$ cat src/ssnr_pkg.sv
// ----------------------------------------------------------------------------
// ssnr_pkg: shared definitions for the seven-segment number rectangle unit
// Field widths, register map, segment codes, glyph table and sequencer states.
// ----------------------------------------------------------------------------
`default_nettype none

package ssnr_pkg;

  // Field widths of the two channels, the scale and the glyph box.
  localparam int unsigned OriginW = 12;
  localparam int unsigned ValueW  = 32;
  localparam int unsigned ColorW  = 32;
  localparam int unsigned CoordW  = 13;
  localparam int unsigned ScaleW  = 4;
  localparam int unsigned BoxW    = 7;

  // Default number of decimal digits shown.
  localparam int unsigned MaxDigitsDef = 6;

  // Configuration port: one register, addressed by paddr[2].
  localparam int unsigned PAddrW = 3;
  localparam int unsigned PDataW = 32;
  localparam logic RegGlyphScale = 1'b0;
  localparam logic [ScaleW-1:0] ScaleRst = 4'd1;

  // Reciprocal of ten: floor(v * Recip10 / 2^35) equals v / 10 for 32-bit v.
  localparam logic [31:0] Recip10   = 32'hCCCC_CCCD;
  localparam int unsigned RecipShift = 35;

  // Segment codes, a to g.
  localparam logic [2:0] SegA = 3'd0;
  localparam logic [2:0] SegB = 3'd1;
  localparam logic [2:0] SegC = 3'd2;
  localparam logic [2:0] SegD = 3'd3;
  localparam logic [2:0] SegE = 3'd4;
  localparam logic [2:0] SegF = 3'd5;
  localparam logic [2:0] SegG = 3'd6;

  // Sequencer states.
  typedef enum logic [1:0] {
    ST_IDLE,
    ST_MUL,
    ST_REM,
    ST_EMIT
  } ssnr_state_e;

  // One rectangle with inclusive corners.
  typedef struct packed {
    logic [CoordW-1:0] left;
    logic [CoordW-1:0] top;
    logic [CoordW-1:0] right;
    logic [CoordW-1:0] bottom;
  } ssnr_rect_t;

  // Largest value that fits in the given number of digits.
  function automatic logic [33:0] pow10_minus1(input int unsigned digits);
    logic [33:0] acc;
    acc = 34'd1;
    for (int unsigned i = 0; i < digits; i++) begin
      acc = acc * 34'd10;
    end
    return acc - 34'd1;
  endfunction

  // Lit segments of a digit, bit 0 is segment a.
  function automatic logic [6:0] glyph_bits(input logic [3:0] digit);
    logic [6:0] bits;
    case (digit)
      4'd1:    bits = 7'h06;
      4'd2:    bits = 7'h5B;
      4'd3:    bits = 7'h4F;
      4'd4:    bits = 7'h66;
      4'd5:    bits = 7'h6D;
      4'd6:    bits = 7'h7D;
      4'd7:    bits = 7'h07;
      4'd8:    bits = 7'h7F;
      4'd9:    bits = 7'h6F;
      default: bits = 7'h3F;
    endcase
    return bits;
  endfunction

endpackage

`default_nettype wire

$ cat src/ssnr_chan_if.sv
// ----------------------------------------------------------------------------
// ssnr_chan_if: valid/ready channels of the seven-segment number unit
// One interface for the number items, one for the rectangle results.
// ----------------------------------------------------------------------------
`default_nettype none

interface ssnr_in_if import ssnr_pkg::*; ();
  logic               valid;
  logic               ready;
  logic [OriginW-1:0] origin_x;
  logic [OriginW-1:0] origin_y;
  logic [ValueW-1:0]  number_value;
  logic [ColorW-1:0]  ink_color;

  modport source (
    output valid, origin_x, origin_y, number_value, ink_color,
    input  ready
  );
  modport sink (
    input  valid, origin_x, origin_y, number_value, ink_color,
    output ready
  );
endinterface

interface ssnr_out_if import ssnr_pkg::*; ();
  logic              valid;
  logic              ready;
  logic [CoordW-1:0] rect_left;
  logic [CoordW-1:0] rect_top;
  logic [CoordW-1:0] rect_right;
  logic [CoordW-1:0] rect_bottom;
  logic [ColorW-1:0] rect_color;
  logic              last_rect;

  modport source (
    output valid, rect_left, rect_top, rect_right, rect_bottom, rect_color, last_rect,
    input  ready
  );
  modport sink (
    input  valid, rect_left, rect_top, rect_right, rect_bottom, rect_color, last_rect,
    output ready
  );
endinterface

`default_nettype wire

$ cat src/seven_segment_number_rects_unit.sv
// ----------------------------------------------------------------------------
// seven_segment_number_rects_unit: seven-segment number renderer
// Clamps a value, splits it into decimal digits and emits one filled
// rectangle for every lit segment, least significant digit first.
// ----------------------------------------------------------------------------
//
//   Port       Dir   Transfer
//   in_chan    sink  one number: origin_x, origin_y, number_value, ink_color
//   out_chan   src   one rectangle: corners, rect_color, last_rect
//   APB        cfg   register 0 at byte address 0: glyph_scale (4 bits)
//
// A number passes digit by digit through the divide-by-ten unit (ST_MUL,
// then ST_REM) and then through the sweep of seven segments per digit,
// one segment a cycle unless out_chan stalls. in_chan.ready is high only
// while the sequencer is idle. A stalled out_chan holds the sweep at the
// current segment. Reset sets glyph_scale to 1 and leaves the sequencer
// idle; with a glyph_scale of 0 a number is taken and yields no rectangles.
// ----------------------------------------------------------------------------
`default_nettype none

module seven_segment_number_rects_unit import ssnr_pkg::*; #(
  parameter int unsigned MAX_DIGITS = MaxDigitsDef
) (
  input  wire logic              clk_i,
  input  wire logic              rst_ni,
  ssnr_in_if.sink                in_chan,
  ssnr_out_if.source             out_chan,
  input  wire logic              psel,
  input  wire logic              penable,
  input  wire logic              pwrite,
  input  wire logic [PAddrW-1:0] paddr,
  input  wire logic [PDataW-1:0] pwdata,
  output logic [PDataW-1:0]      prdata,
  output logic                   pready
);

  localparam int unsigned CntW = $clog2(MAX_DIGITS + 1);
  localparam int unsigned IdxW = (MAX_DIGITS > 1) ? $clog2(MAX_DIGITS) : 1;
  localparam logic [33:0] ClampBound = pow10_minus1(MAX_DIGITS);

  ssnr_state_e state_q, state_d;

  logic [ScaleW-1:0]  scale_q;
  logic [ValueW-1:0]  val_q;
  logic [CntW-1:0]    ndig_q;
  logic [CntW-1:0]    dcur_q;
  logic [2:0]         seg_q;
  logic [CoordW-1:0]  dx_q;
  logic [OriginW-1:0] oy_q;
  logic [ColorW-1:0]  color_q;
  logic [3:0]         digit_q [MAX_DIGITS];

  logic               out_valid_q;
  ssnr_rect_t         out_rect_q;
  logic [ColorW-1:0]  out_color_q;
  logic               out_last_q;

  logic               in_fire;
  logic               cfg_wr;
  logic [ValueW-1:0]  clamped;
  logic [ValueW-1:0]  quot;
  logic [3:0]         rem;
  logic [CntW-1:0]    ndig_next;
  logic               more_digits;
  logic [BoxW-1:0]    advance;
  logic [3:0]         cur_digit;
  logic [6:0]         cur_bits;
  logic [6:0]         upper_bits;
  logic               seg_lit;
  logic               last_digit;
  logic               seg_end;
  logic               sweep_done;
  ssnr_rect_t         rect;

  // Sequencer controls.
  logic               load_item;
  logic               div_en;
  logic               store_digit;
  logic               sweep_step;

  // --------------------------------------------------------------------------
  // Configuration port.
  // --------------------------------------------------------------------------
  assign cfg_wr = psel && penable && pwrite && pready && (paddr[2] == RegGlyphScale);
  assign pready = 1'b1;
  assign prdata = (paddr[2] == RegGlyphScale) ? PDataW'(scale_q) : '0;

  always_ff @(posedge clk_i or negedge rst_ni) begin
    if (!rst_ni) begin
      scale_q <= ScaleRst;
    end else if (cfg_wr) begin
      scale_q <= pwdata[ScaleW-1:0];
    end
  end

  // --------------------------------------------------------------------------
  // Shared divide-by-ten unit and segment geometry.
  // --------------------------------------------------------------------------
  ssnr_div10 u_div10 (
    .clk_i      (clk_i),
    .en_i       (div_en),
    .dividend_i (val_q),
    .quotient_o (quot),
    .rem_o      (rem)
  );

  ssnr_rect u_rect (
    .scale_i (scale_q),
    .seg_i   (seg_q),
    .dx_i    (dx_q),
    .oy_i    (oy_q),
    .rect_o  (rect)
  );

  // --------------------------------------------------------------------------
  // Status terms.
  // --------------------------------------------------------------------------
  assign in_fire     = in_chan.valid && in_chan.ready;
  assign clamped     = ({2'b00, in_chan.number_value} > ClampBound) ?
                       ClampBound[ValueW-1:0] : in_chan.number_value;
  assign ndig_next   = ndig_q + CntW'(1);
  assign more_digits = (quot != '0) && (ndig_next < CntW'(MAX_DIGITS));
  // Digit advance is 7s, the same as the glyph height.
  assign advance     = {scale_q, 3'b000} - BoxW'(scale_q);

  assign cur_digit   = digit_q[dcur_q[IdxW-1:0]];
  assign cur_bits    = glyph_bits(cur_digit);
  assign upper_bits  = cur_bits >> seg_q;
  assign seg_lit     = upper_bits[0];
  assign last_digit  = (dcur_q == ndig_q - CntW'(1));
  assign seg_end     = (seg_q == SegG);
  assign sweep_done  = last_digit && seg_end;

  // --------------------------------------------------------------------------
  // Next-state logic.
  // --------------------------------------------------------------------------
  always_comb begin
    state_d = state_q;
    case (state_q)
      ST_IDLE: begin
        if (in_fire && (scale_q != '0)) begin
          state_d = ST_MUL;
        end
      end
      ST_MUL: begin
        state_d = ST_REM;
      end
      ST_REM: begin
        state_d = more_digits ? ST_MUL : ST_EMIT;
      end
      ST_EMIT: begin
        if (sweep_step && sweep_done) begin
          state_d = ST_IDLE;
        end
      end
      default: begin
        state_d = ST_IDLE;
      end
    endcase
  end

  // --------------------------------------------------------------------------
  // Control outputs of the sequencer.
  // --------------------------------------------------------------------------
  always_comb begin
    load_item   = 1'b0;
    div_en      = 1'b0;
    store_digit = 1'b0;
    sweep_step  = 1'b0;
    case (state_q)
      ST_IDLE: begin
        load_item = in_fire && (scale_q != '0);
      end
      ST_MUL: begin
        div_en = 1'b1;
      end
      ST_REM: begin
        store_digit = 1'b1;
      end
      ST_EMIT: begin
        sweep_step = !out_valid_q || out_chan.ready;
      end
      default: begin
        load_item = 1'b0;
      end
    endcase
  end

  assign in_chan.ready = (state_q == ST_IDLE);

  // --------------------------------------------------------------------------
  // Control registers.
  // --------------------------------------------------------------------------
  always_ff @(posedge clk_i or negedge rst_ni) begin
    if (!rst_ni) begin
      state_q     <= ST_IDLE;
      ndig_q      <= '0;
      dcur_q      <= '0;
      seg_q       <= SegA;
      out_valid_q <= 1'b0;
    end else begin
      state_q <= state_d;

      if (load_item) begin
        ndig_q <= '0;
      end else if (store_digit) begin
        ndig_q <= ndig_next;
      end

      // Segment sweep over every digit, one segment a cycle unless out_chan stalls.
      if (store_digit) begin
        dcur_q <= '0;
        seg_q  <= SegA;
      end else if (sweep_step) begin
        if (seg_end) begin
          seg_q  <= SegA;
          dcur_q <= sweep_done ? '0 : dcur_q + CntW'(1);
        end else begin
          seg_q <= seg_q + 3'd1;
        end
      end

      // The output register fills on a lit segment and empties on a transfer.
      if (sweep_step && seg_lit) begin
        out_valid_q <= 1'b1;
      end else if (out_chan.ready) begin
        out_valid_q <= 1'b0;
      end
    end
  end

  // --------------------------------------------------------------------------
  // Item and digit payload.
  // --------------------------------------------------------------------------
  always_ff @(posedge clk_i) begin
    if (load_item) begin
      val_q   <= clamped;
      dx_q    <= CoordW'(in_chan.origin_x);
      oy_q    <= in_chan.origin_y;
      color_q <= in_chan.ink_color;
    end else if (store_digit) begin
      val_q <= quot;
      // The least significant digit sits one advance further right for each extra digit.
      if (more_digits) begin
        dx_q <= dx_q + CoordW'(advance);
      end
    end else if (sweep_step && seg_end) begin
      dx_q <= dx_q - CoordW'(advance);
    end

    if (store_digit) begin
      digit_q[ndig_q[IdxW-1:0]] <= rem;
    end
  end

  // --------------------------------------------------------------------------
  // Output register.
  // --------------------------------------------------------------------------
  always_ff @(posedge clk_i) begin
    if (sweep_step && seg_lit) begin
      out_rect_q  <= rect;
      out_color_q <= color_q;
      out_last_q  <= last_digit && (upper_bits[6:1] == 6'd0);
    end
  end

  assign out_chan.valid       = out_valid_q;
  assign out_chan.rect_left   = out_rect_q.left;
  assign out_chan.rect_top    = out_rect_q.top;
  assign out_chan.rect_right  = out_rect_q.right;
  assign out_chan.rect_bottom = out_rect_q.bottom;
  assign out_chan.rect_color  = out_color_q;
  assign out_chan.last_rect   = out_last_q;

endmodule

`default_nettype wire

$ cat src/ssnr_div10.sv
// ----------------------------------------------------------------------------
// ssnr_div10: divide-by-ten unit
// Registers the reciprocal product; quotient and remainder follow
// from the held product and the dividend in the next cycle.
// ----------------------------------------------------------------------------
`default_nettype none

module ssnr_div10 import ssnr_pkg::*; (
  input  wire logic              clk_i,
  input  wire logic              en_i,
  input  wire logic [ValueW-1:0] dividend_i,
  output logic [ValueW-1:0]      quotient_o,
  output logic [3:0]             rem_o
);

  localparam int unsigned QuotW = 2 * ValueW - RecipShift;

  logic [2*ValueW-1:0] prod_q;
  logic [QuotW-1:0]    quot;
  logic [3:0]          quot10_lo;

  // Multiply by the reciprocal; the product is held for the next cycle.
  always_ff @(posedge clk_i) begin
    if (en_i) begin
      prod_q <= (2*ValueW)'(dividend_i) * (2*ValueW)'(Recip10);
    end
  end

  // The remainder is below ten, so four bits of dividend - 10*q suffice.
  assign quot       = prod_q[2*ValueW-1:RecipShift];
  assign quot10_lo  = {quot[0], 3'b000} + {quot[2:0], 1'b0};
  assign quotient_o = ValueW'(quot);
  assign rem_o      = dividend_i[3:0] - quot10_lo;

endmodule

`default_nettype wire

$ cat src/ssnr_rect.sv
// ----------------------------------------------------------------------------
// ssnr_rect: segment rectangle generator
// Works out one segment's box from the scale and places it at the digit
// origin.
// ----------------------------------------------------------------------------
`default_nettype none

module ssnr_rect import ssnr_pkg::*; (
  input  wire logic [ScaleW-1:0]  scale_i,
  input  wire logic [2:0]         seg_i,
  input  wire logic [CoordW-1:0]  dx_i,
  input  wire logic [OriginW-1:0] oy_i,
  output ssnr_rect_t              rect_o
);

  logic [2:0]      thick;
  logic [1:0]      half_thick;
  logic [BoxW-1:0] wid;
  logic [BoxW-1:0] hgt;
  logic [BoxW-1:0] mid;
  logic [BoxW-1:0] bx0, by0, bx1, by1;

  // Stroke thickness is at least one; glyph is 5s wide and 7s high.
  always_comb begin
    thick      = (scale_i[ScaleW-1:1] == 3'd0) ? 3'd1 : scale_i[ScaleW-1:1];
    half_thick = thick[2:1];
    wid        = {1'b0, scale_i, 2'b00} + BoxW'(scale_i);
    hgt        = {scale_i, 3'b000} - BoxW'(scale_i);
    mid        = {1'b0, hgt[BoxW-1:1]};
  end

  // Segment box relative to the digit origin.
  always_comb begin
    bx0 = '0;
    by0 = '0;
    bx1 = wid;
    by1 = hgt;
    case (seg_i)
      SegA: begin
        by1 = BoxW'(thick) - 7'd1;
      end
      SegB: begin
        bx0 = wid - BoxW'(thick) + 7'd1;
        by1 = mid - 7'd1;
      end
      SegC: begin
        bx0 = wid - BoxW'(thick) + 7'd1;
        by0 = mid + 7'd1;
      end
      SegD: begin
        by0 = hgt - BoxW'(thick) + 7'd1;
      end
      SegE: begin
        by0 = mid + 7'd1;
        bx1 = BoxW'(thick) - 7'd1;
      end
      SegF: begin
        bx1 = BoxW'(thick) - 7'd1;
        by1 = mid - 7'd1;
      end
      default: begin
        by0 = mid - BoxW'(half_thick);
        by1 = mid + BoxW'(half_thick);
      end
    endcase
  end

  // Place the box at the digit origin.
  always_comb begin
    rect_o.left   = dx_i + CoordW'(bx0);
    rect_o.right  = dx_i + CoordW'(bx1);
    rect_o.top    = CoordW'(oy_i) + CoordW'(by0);
    rect_o.bottom = CoordW'(oy_i) + CoordW'(by1);
  end

endmodule

`default_nettype wire

$ cat src/flat_wrapper.sv
// flat-port wrapper written by rule: the top's interface ports become plain ports
module seven_segment_number_rects_unit_flat import ssnr_pkg::*;
#(
  parameter int unsigned MAX_DIGITS = MaxDigitsDef
)
  (clk_i, rst_ni, psel, penable, pwrite, paddr, pwdata, prdata, pready, in_chan_valid, in_chan_origin_x, in_chan_origin_y, in_chan_number_value, in_chan_ink_color, in_chan_ready, out_chan_valid, out_chan_rect_left, out_chan_rect_top, out_chan_rect_right, out_chan_rect_bottom, out_chan_rect_color, out_chan_last_rect, out_chan_ready);
  ssnr_in_if in_chan_i ();
  ssnr_out_if out_chan_i ();
  input  wire logic clk_i;
  input  wire logic rst_ni;
  input  wire logic psel;
  input  wire logic penable;
  input  wire logic pwrite;
  input  wire logic [PAddrW-1:0] paddr;
  input  wire logic [PDataW-1:0] pwdata;
  output logic [PDataW-1:0] prdata;
  output logic pready;
  input wire logic [$bits(in_chan_i.valid)-1:0] in_chan_valid;
  input wire logic [$bits(in_chan_i.origin_x)-1:0] in_chan_origin_x;
  input wire logic [$bits(in_chan_i.origin_y)-1:0] in_chan_origin_y;
  input wire logic [$bits(in_chan_i.number_value)-1:0] in_chan_number_value;
  input wire logic [$bits(in_chan_i.ink_color)-1:0] in_chan_ink_color;
  output wire logic [$bits(in_chan_i.ready)-1:0] in_chan_ready;
  output wire logic [$bits(out_chan_i.valid)-1:0] out_chan_valid;
  output wire logic [$bits(out_chan_i.rect_left)-1:0] out_chan_rect_left;
  output wire logic [$bits(out_chan_i.rect_top)-1:0] out_chan_rect_top;
  output wire logic [$bits(out_chan_i.rect_right)-1:0] out_chan_rect_right;
  output wire logic [$bits(out_chan_i.rect_bottom)-1:0] out_chan_rect_bottom;
  output wire logic [$bits(out_chan_i.rect_color)-1:0] out_chan_rect_color;
  output wire logic [$bits(out_chan_i.last_rect)-1:0] out_chan_last_rect;
  input wire logic [$bits(out_chan_i.ready)-1:0] out_chan_ready;
  assign in_chan_i.valid = in_chan_valid;
  assign in_chan_i.origin_x = in_chan_origin_x;
  assign in_chan_i.origin_y = in_chan_origin_y;
  assign in_chan_i.number_value = in_chan_number_value;
  assign in_chan_i.ink_color = in_chan_ink_color;
  assign in_chan_ready = in_chan_i.ready;
  assign out_chan_valid = out_chan_i.valid;
  assign out_chan_rect_left = out_chan_i.rect_left;
  assign out_chan_rect_top = out_chan_i.rect_top;
  assign out_chan_rect_right = out_chan_i.rect_right;
  assign out_chan_rect_bottom = out_chan_i.rect_bottom;
  assign out_chan_rect_color = out_chan_i.rect_color;
  assign out_chan_last_rect = out_chan_i.last_rect;
  assign out_chan_i.ready = out_chan_ready;
  seven_segment_number_rects_unit #(.MAX_DIGITS(MAX_DIGITS)) u_core (.clk_i(clk_i), .rst_ni(rst_ni), .in_chan(in_chan_i), .out_chan(out_chan_i), .psel(psel), .penable(penable), .pwrite(pwrite), .paddr(paddr), .pwdata(pwdata), .prdata(prdata), .pready(pready));
endmodule
$ cat config.mk
export PLATFORM = sky130hd
export DESIGN_NAME = seven_segment_number_rects_unit_flat
export DESIGN_NICKNAME = d
export VERILOG_FILES = /design/src/ssnr_pkg.sv /design/src/ssnr_chan_if.sv /design/src/seven_segment_number_rects_unit.sv /design/src/ssnr_div10.sv /design/src/ssnr_rect.sv /design/src/flat_wrapper.sv
export SDC_FILE = /design/constraint.sdc
export NUM_CORES = 2
export LEC_CHECK = 0
export BUFFER_PORTS_ARGS = -buffer_cell sky130_fd_sc_hd__buf_4
export CORE_ASPECT_RATIO = 1.4
export CORE_MARGIN = 5
export CORE_UTILIZATION = 65
export CTS_CLUSTER_DIAMETER = 30
export DETAILED_ROUTE_END_ITERATION = 8
export GPL_TIMING_DRIVEN = 0
export PLACE_DENSITY = 0.86
export SYNTH_ARGS = -nofsm -noshare
export SYNTH_HDL_FRONTEND = slang
export SYNTH_SLANG_ARGS = --single-unit
$ cat constraint.sdc
create_clock -name clk_i -period 16.5 [get_ports clk_i]
set_clock_uncertainty 0.15 [all_clocks]
set_input_delay 0.825 -clock clk_i [delete_from_list [all_inputs] [get_ports clk_i]]
set_output_delay 0.825 -clock clk_i [all_outputs]
set_load 0.02 [all_outputs]
==> flow_summary.json <==
{
  "outcome": "finished clean",
  "rr_startpoint": "u_core.val_q[17]",
  "synth_edf_count": 226,
  "r2r_slack_ps": 7680,
  "yosys.cell_types.count": 71,
  "ios": 250,
  "area_growth_pct": 13.4,
  "path_clk_slew_ps": 60,
  "grt_pass1_vias": 23004,
  "slowest_stage": "or4_1",
  "clk_latency_ps": 550,
  "post-route-util_pct": 74.5,
  "ys.flop_type": "edfxtp_1",
  "grt_max_degree": 35,
  "synth_top_area_cell": "fa_1",
  "ctsHoldBuffers": 1,
  "die_y_um": 260,
  "rsz0062_at_grt": "false",
  "fin_crit_ps": 8820,
  "synthArstFlopShare_pct": 6.58,
  "max_slew.worst_pin.slew_ps": 1100,
  "setup_viol": 0,
  "hp-class": "reg -> reg",
  "drv_cap": 0,
  "synth_area_um2": 29000,
  "whs_endpoint": "u_core.out_chan.rect_color[7]",
  "syn_inst": 2674,
  "cp_data_required_time_ps": 16630,
  "fmax_mhz": 113,
  "ant_nets": 0,
  "maxSlewViolCount": 0,
  "ys_top_cells_by_count": "inv_1, ha_1, fa_1, edfxtp_1, a21oi_1",
  "root_buffer": "clkbuf_16",
  "first_pass_iters": 6,
  "yosysMostFrequentCell": "inv_1",
  "yosysTopAreaCellShare_pct": 27.3,
  "io_buffer_count": 190,
  "drive_gt1_share_pct": 10.8,
  "tritoncts": "built",
  "drc": 0,
  "worstReg2RegEnd": "u_core.u_div10.prod_q[56]",
  "numCtsBuffers": 44,
  "finalSetupTns_ps": 0,
  "num_vias": 20699,
  "maxSlewHeadroom_pct": 24.9,
  "avgSynthCellArea_um2": 10.9,
  "fin_area_um2": 32900,
  "grt-ovfl-total": 0,
  "critPathKind": "reg -> reg",
  "grt_pass1_wl_um": 126000,
  "synth_area_leaders": "fa_1, edfxtp_1, ha_1",
  "antenna_found_initial": 8,
  "worstHoldStart": "u_core.color_q[7]",
  "fp.dieArea_um2": 49000,
  "crit_start": "u_core.val_q[17]",
  "clk_path_buf_depth": 3,
  "post_cts_buffers": 0,
  "dp_hpwl_um": 67100,
  "drt_iter0_markers": 1464,
  "yosysWarnings": 0,
  "worstHoldPathCells": 0,
  "path_max_fanout": 5,
  "placed_cell_area_um2": 31400,
  "ctsResizeCount": 0,
  "synth-seq-area-share_pct": 24.8,
  "nets": 3911,
  "grt_usage_pct": 33.8,
  "gp_congestion": 1.04,
  "wl_per_cell_um": 22.8,
  "max_stage_delay_ps": 620,
  "arrival_ps": 8950,
  "numClockSinks": 243,
  "core_area_um2": 44200,
  "fin_crit_sh_pct": 53.5,
  "reg2reg_depth": 25,
  "avgViaCountPerCell": 5.83,
  "cp-start-kind": "flop",
  "die_x_um": 189,
  "num_rows": 91,
  "hold_violations": 0,
  "routed_wl_um": 80900,
  "htree_levels": 2,
  "ys_seq_elements": 243,
  "initial_utilization_pct": 65.7,
  "cp-end-kind": "flop"
}
-- worst max-delay path, delay by kind of cell, from the launching register on --
kind	cells	cell delay, ps
fa+ha+maj	9	4580
flops	1	610
simple gates	1	620
xor+xnor	1	110
compound gates	7	1860
buf+inv	7	610
-- cells in the final DEF (no fill, tap or decap), drive strengths merged, types with 10 or more instances in the layout --
cell,count
conb,32
nand4,18
xnor2,90
a21o,74
nor4,13
a21oi,110
ha,438
nand2b,16
buf,229
a22o,12
nand2,94
o22a,12
clkinv,13
clkbuf,82
a31oi,10
o21bai,14
nor2b,17
xor2,79
dfrtp,15
o21ai,64
nor2,87
and2,23
nor3,15
edfxtp,226
fa,396
inv,687
-- layer usage --
layer	wire [um]	GRT usage, %
met1	28000	37.4
met2	42200	60.9
met3	4500	4.74
met4	6260	21.2
met5	0	0
-- per-stage QoR --
stage	instances	setup WS [ps]	hold slack, ps
after floorplan	2704	6940	250
after global placement	3452	4680	251
after detailed placement	3458	7840	255
after CTS	3541	7700	257
after global routing	3548	7450	276
final	3548	7680	255
-- flip-flops by register name (all words and copies together) (netlist names), 2 cells and up --
register	cells
u_core.out_chan.rect_right	13
u_core.dx_q	13
u_core.scale_q	4
u_core.val_q	32
u_core.dcur_q	3
u_core.out_chan.rect_color	32
u_core.seg_q	3
u_core.out_chan.rect_top	13
u_core.out_chan.rect_bottom	13
u_core.digit_q	24
u_core.out_chan.rect_left	13
u_core.ndig_q	3
u_core.u_div10.prod_q	29
u_core.oy_q	12
u_core.state_q	2
u_core.color_q	32
-- worst max path at each step --
| stage | end | slack, ps |
|---|---|---|
| 6_report | u_core.u_div10.prod_q[56] | 7680 |
| 5_1_grt | u_core.u_div10.prod_q[57] | 7450 |
| 4_1_cts | u_core.u_div10.prod_q[56] | 7700 |
| 3_5_place_dp | u_core.u_div10.prod_q[56] | 7840 |
| 3_3_place_gp | u_core.out_chan.rect_color[2] | 4680 |
| 2_1_floorplan | u_core.out_chan.last_rect | 6940 |
-- cells by family (layout without fill, tap and decap cells) --
group                    after synthesis  after routing  share of synthesized area (%)
other                                  2             39                         0.0259
AO/OA/AOI/OAI                        349            349                           7.73
flip-flops                           243            243                           24.8
XOR/XNOR                             169            169                           5.10
multiplexers                          18             18                          0.854
AND/OR/NAND/NOR                      318            318                           5.29
buffers and inverters                741           1020                           9.97
adder cells (fa/ha/maj)              834            834                           46.2
-- cell type report --
class,count,area [um2]
antenna,7,17.5
buffer,65,357
clock buffer,50,1140
clock inverter,32,362
fill,2883,11300
inverter,676,2540
multi-input combinational,1720,19100
sequential,243,7210
tap,558,698
timing repair buffer,197,1540
Power is left out: the tool's default activity adds up to more than one toggle a clock period on the data nets, which glitch-free logic cannot reach.
